<file path="config.mk">
export PLATFORM = sky130hd
export DESIGN_NAME = lzt_cell
export DESIGN_NICKNAME = d
export VERILOG_FILES = /design/src/hw/rtl/lzt_pkg.sv /design/src/hw/rtl/lzt_cell.sv
export SDC_FILE = /design/constraint.sdc
export NUM_CORES = 1
export LEC_CHECK = 0
export BUFFER_PORTS_ARGS = -buffer_cell sky130_fd_sc_hd__buf_4
export CORE_UTILIZATION = 41
export DETAILED_ROUTE_END_ITERATION = 12
export HOLD_SLACK_MARGIN = 0.06
export PLACE_DENSITY = 0.89
export RECOVER_POWER = 25
export SLEW_MARGIN = 30
export SYNTH_ARGS = -nofsm -noshare
export SYNTH_HDL_FRONTEND = slang
export SYNTH_SLANG_ARGS = --single-unit
</file>
<file path="constraint.sdc">
create_clock -name i_clk -period 2.5 [get_ports i_clk]
set_input_delay 0.75 -clock i_clk [delete_from_list [all_inputs] [get_ports i_clk]]
set_output_delay 0.75 -clock i_clk [all_outputs]
set_load 0.02 [all_outputs]
</file>
<file path="src/hw/rtl/lzt_pkg.sv">
package lzt_pkg;
    localparam int PEND_DEPTH = 256;

    typedef logic [7:0] t_byte;

    // control shared by every cell of the match chain
    typedef struct packed {
        logic load;    // copy window byte, arm alive flag
        logic step;    // advance one compare step
        logic fshift;  // move best flags one cell toward the oldest start
    } t_cell_ctl;
endpackage

</file>
<file path="src/hw/rtl/lzt_cell.sv">
module lzt_cell
    import lzt_pkg::*;
(
    input  logic      i_clk,
    input  logic      i_rst_n,
    input  t_cell_ctl i_ctl,
    input  t_byte     i_load_byte,
    input  logic      i_hist_valid,
    input  t_byte     i_next_byte,
    input  logic      i_next_best,
    input  t_byte     i_probe,
    output logic      o_surv,
    output logic      o_best,
    output t_byte     o_byte
);
    t_byte r_byte;
    logic  r_alive;
    logic  r_best;

    // candidate still matches after this compare
    assign o_surv = r_alive && (r_byte == i_probe);
    assign o_best = r_best;
    assign o_byte = r_byte;

    // scan byte moves down the chain, flags follow the compare
    always_ff @(posedge i_clk) begin
        if (!i_rst_n) begin
            r_alive <= 1'b0;
            r_best  <= 1'b0;
        end else if (i_ctl.load) begin
            r_alive <= i_hist_valid;
            r_best  <= 1'b0;
        end else if (i_ctl.step) begin
            r_alive <= o_surv;
            r_best  <= o_surv;
        end else if (i_ctl.fshift) begin
            r_best  <= i_next_best;
        end
    end

    always_ff @(posedge i_clk) begin
        if (i_ctl.load) begin
            r_byte <= i_load_byte;
        end else if (i_ctl.step) begin
            r_byte <= i_next_byte;
        end
    end
endmodule

</file>
# ---- After elaboration in Yosys (flattened, before gate mapping)
# Index checks and enable logic that the tools add are counted.
dict set report word_totals {
  romBits 0
  in_bits 31
  word_cells 15
  register_bits 10
  ram_bits 0
  out_inout_bits 10
  latch_bits 0
  n_memories 0
}
dict set report classes {
  n_eq_ne 1
  reduce_logical 4
  div 0
  bitwise 1
  mux 6
  n_mul 0
  n_shift 0
  n_lt_le_gt_ge 0
  add_sub_neg 0
}
# cell count
set op_table {}
lappend op_table {{$mux 8} 2}
lappend op_table {{$eq 8x8->1} 1}
lappend op_table {{$mux 1} 4}
lappend op_table {{$reduce_bool 2->1} 2}
lappend op_table {{$reduce_or 2->1} 1}
lappend op_table {{$logic_and 1x1->1} 1}
lappend op_table {{$not 1->1} 1}

# ---- Logic depth before layout (Yosys ltp)
dict set report depth {
  depth_word 4
  mapped_depth 4
  ltp_nobuf 4
}

# ---- Worst setup path after synthesis
# Ideal clock, no wire load.
dict set report synth_path {
  path_kind {input-to-output}
  from {input i_probe[0]}
  to {output o_surv}
  required_ns 1.750
  stages 3
  n_path_buf 0
  path_slack_ns 0.380
  arrival_time_ns 1.370
  path_cell_list {xor2_1 nor3_2 and3_2}
}
dict set report synth_between {
  elab_chain_cells 2
}
# element line_no
set synth_lines {}
lappend synth_lines {{from (decl)} lzt_cell.sv:11} ;# input t_byte i_probe,
lappend synth_lines {{$eq 8x8->1} lzt_cell.sv:21} ;# assign o_surv = r_alive && (r_byte == i_probe);
lappend synth_lines {{$logic_and 1x1->1} lzt_cell.sv:21}
lappend synth_lines {{to (decl)} lzt_cell.sv:12} ;# output logic o_surv,
# No other way between the ends.

# ---- Final worst setup path
# Same ends and word-level chain as after synthesis.

==> reports/results.tsv <==
metric	value	unit
sequential share of power	43.6	%
Worst R2R Setup Slack	1380	ps
synthesis warning total	0	
CTS max path bufs	2	
Net Sw Frac	25.6	%
Yosys cell types	18	
Max Fclk	0.433	GHz
Initial Util	46.8	%
final hold vios	0	
top cell type's share of synthesized area	43.2	%
share of total power in the clock network	31.0	%
Clock Latency Late Sink	270	ps
DP Wirelength	944	um
critical path type	input pin to output pin	
# rows	12	
Avg Cell Area, Syn	13.9	um^2
worst rel slew slack	58.0	%
Post-synth top cells	8 x edfxtp_1, 8 x mux2_2, 5 x xor2_1	
Die ar.	0.00151	mm^2
Root Buffer	clkbuf_4	
sw power	0.123	mW
setup TNS	0	ps
#FFs+latches synth	10	
total gr overflow	0	
router iterations before antenna repair	4	
fin cells	97	
Final #Nets	115	
initial antenna violation count	0	
First DRT Iteration DRCs	3	
Worst Max-Slew Pin Slew	630	ps
MaxCap Viol Count	0	
Vias	472	
Tot Pwr	0.479	mW
post-synthesis sequential area ratio	50.5	%
CTS tree	yes	
Critical Path Start Type	input pin	
Hold Slack	610	ps
Hold Crit Class	flop to flop	
largest net degree at the start of global routing	14	
GRT Overall Usage	18.4	%
maximum vdd drop	0.399	mV
DRT Wirelength	1200	um
port bufs	40	
Area after DPL	866	um^2
Slew Viols, Final	0	
Syn Nets	71	
post-synth top area cell	edfxtp_1	
CTS Sinks	10	
hold_buf cts	0	
CTS-repair resized insts	0	
WL per Instance	12.4	um
Post-synth EDFFs	8	
routability cong.	0.639	
Primary FF master, synth	edfxtp_1	
mapped cell area	556	um^2
H-tree depth	1	
Final Skew	6.90	ps
pre-CTS WS	184	ps
Power Density	533	mW/mm^2
# IOs	41	
RSZ-0062 raised after global routing	false	
setup slack after layout	190	ps
Setup violations, final	0	
CP endpoint kind	output pin	
Worst EP arrival	1560	ps
P_leak	0.416	nW
P&R area growth vs syn	61.7	%
Core Area	0.00119	mm^2
Required @ worst endpoint	1750	ps
ant diodes	0	
total CTS buffers	3	
# Post-CTS Setup Buffers	0	
Chip Width	38.8	um
utilization after layout	75.7	%
Cells after Synth	40	
vias in the first global route	468	
status	complete, no violations	
post-synthesis async set-or-reset flop share	0	%
DP Cell Count	93	
post-route ant nets	0	
clk slew on worst S/H paths	70	ps
Crit Path Max Fanout	2	
DRC	0	
die height	38.8	um
FILL cells	96	
combinational power share	25.4	%
Period minus WS final	2310	ps
first-pass GRT wire length	1770	um
Via density	4.87	
layout cells sized above 1	68.7	%
Int Pwr	0.356	mW
Tcrit/Tclk final	92.4	%
final instance area	898	um^2
Area contributors post-synth	edfxtp_1 43%, mux2_2 16%, xor2_1 7.9%	
[registers in the layout, summed over array words and instances, names as in the netlist]
name	cells
o_best	1
o_byte	8
r_alive	1
[worst paths after layout]
path	startpoint	end	depth (start not counted)
setup / recovery	i_probe[0]	o_surv	5
hold / removal	o_best$_SDFFE_PP0P_	o_best$_SDFFE_PP0P_	2
setup reg to reg	o_byte[0]$_DFFE_PP_	o_best$_SDFFE_PP0P_	4
hold reg to reg	o_best$_SDFFE_PP0P_	o_best$_SDFFE_PP0P_	2
[placed cells by master, fill, tap and decap left out, types with 2 or more instances in the layout]
| master | Yosys | layout |
|---|---|---|
| xor2_1 | 5 | 5 |
| edfxtp_1 | 8 | 8 |
| dfxtp_1 | 2 | 2 |
| xnor2_1 | 3 | 3 |
| mux2_2 | 8 | 8 |
| buf_4 | 1 | 39 |
| nor3b_1 | 2 | 2 |
| clkbuf_4 | 0 | 3 |
[power by group through the flow]
| stage | logic (mW) | registers, mW | clock network (mW) |
|---|---|---|---|
| final | 0.122 | 0.209 | 0.149 |
| after global routing | 0.130 | 0.211 | 0.158 |
| after CTS | 0.124 | 0.209 | 0.153 |
| after detailed placement | 0.123 | 0.212 | 0 |
| after global placement | 0.121 | 0.211 | 0 |
| after floorplan | 0.0393 | 0.231 | 0 |
[critical path, stage by stage]
cell    delay (ps)
buf_4          110
xor2_1         160
nor3_2         210
and3_2         200
buf_4          130
[cells by family (layout without fill, tap and decap cells)]
| logic type | Yosys count | count (layout) | synth area share, % |
|---|---|---|---|
| AOI/OAI and AO/OA | 3 | 3 | 5.41 |
| xor gates and xnor gates | 8 | 8 | 12.6 |
| buffers and inverters | 2 | 45 | 2.03 |
| DFF | 10 | 10 | 50.5 |
| muxes | 9 | 9 | 18.0 |
| and+or+nand+nor | 8 | 8 | 11.5 |
[routing by layer]
layer / part of all wire [%] / vias up / global-route usage, %
li1: - / 234 / -
met1: 36 / 215 / 17.1
met2: 57 / 23 / 34.2
met3: 6.8 / 0 / 6.36
met4: 0 / 0 / 10.3
met5: 0 / - / 0
[final cells by class]
type                    instances  area [um^2]  area share (%)
inverters                       1         3.75           0.418
clock buffers                   4         36.3            4.04
well taps                      14         17.5            1.95
repair buffers                 40          297            33.0
flip-flops and latches         10          280            31.2
multi-input cells              28          264            29.4
Note: power is estimated with default switching activity, not from simulation.
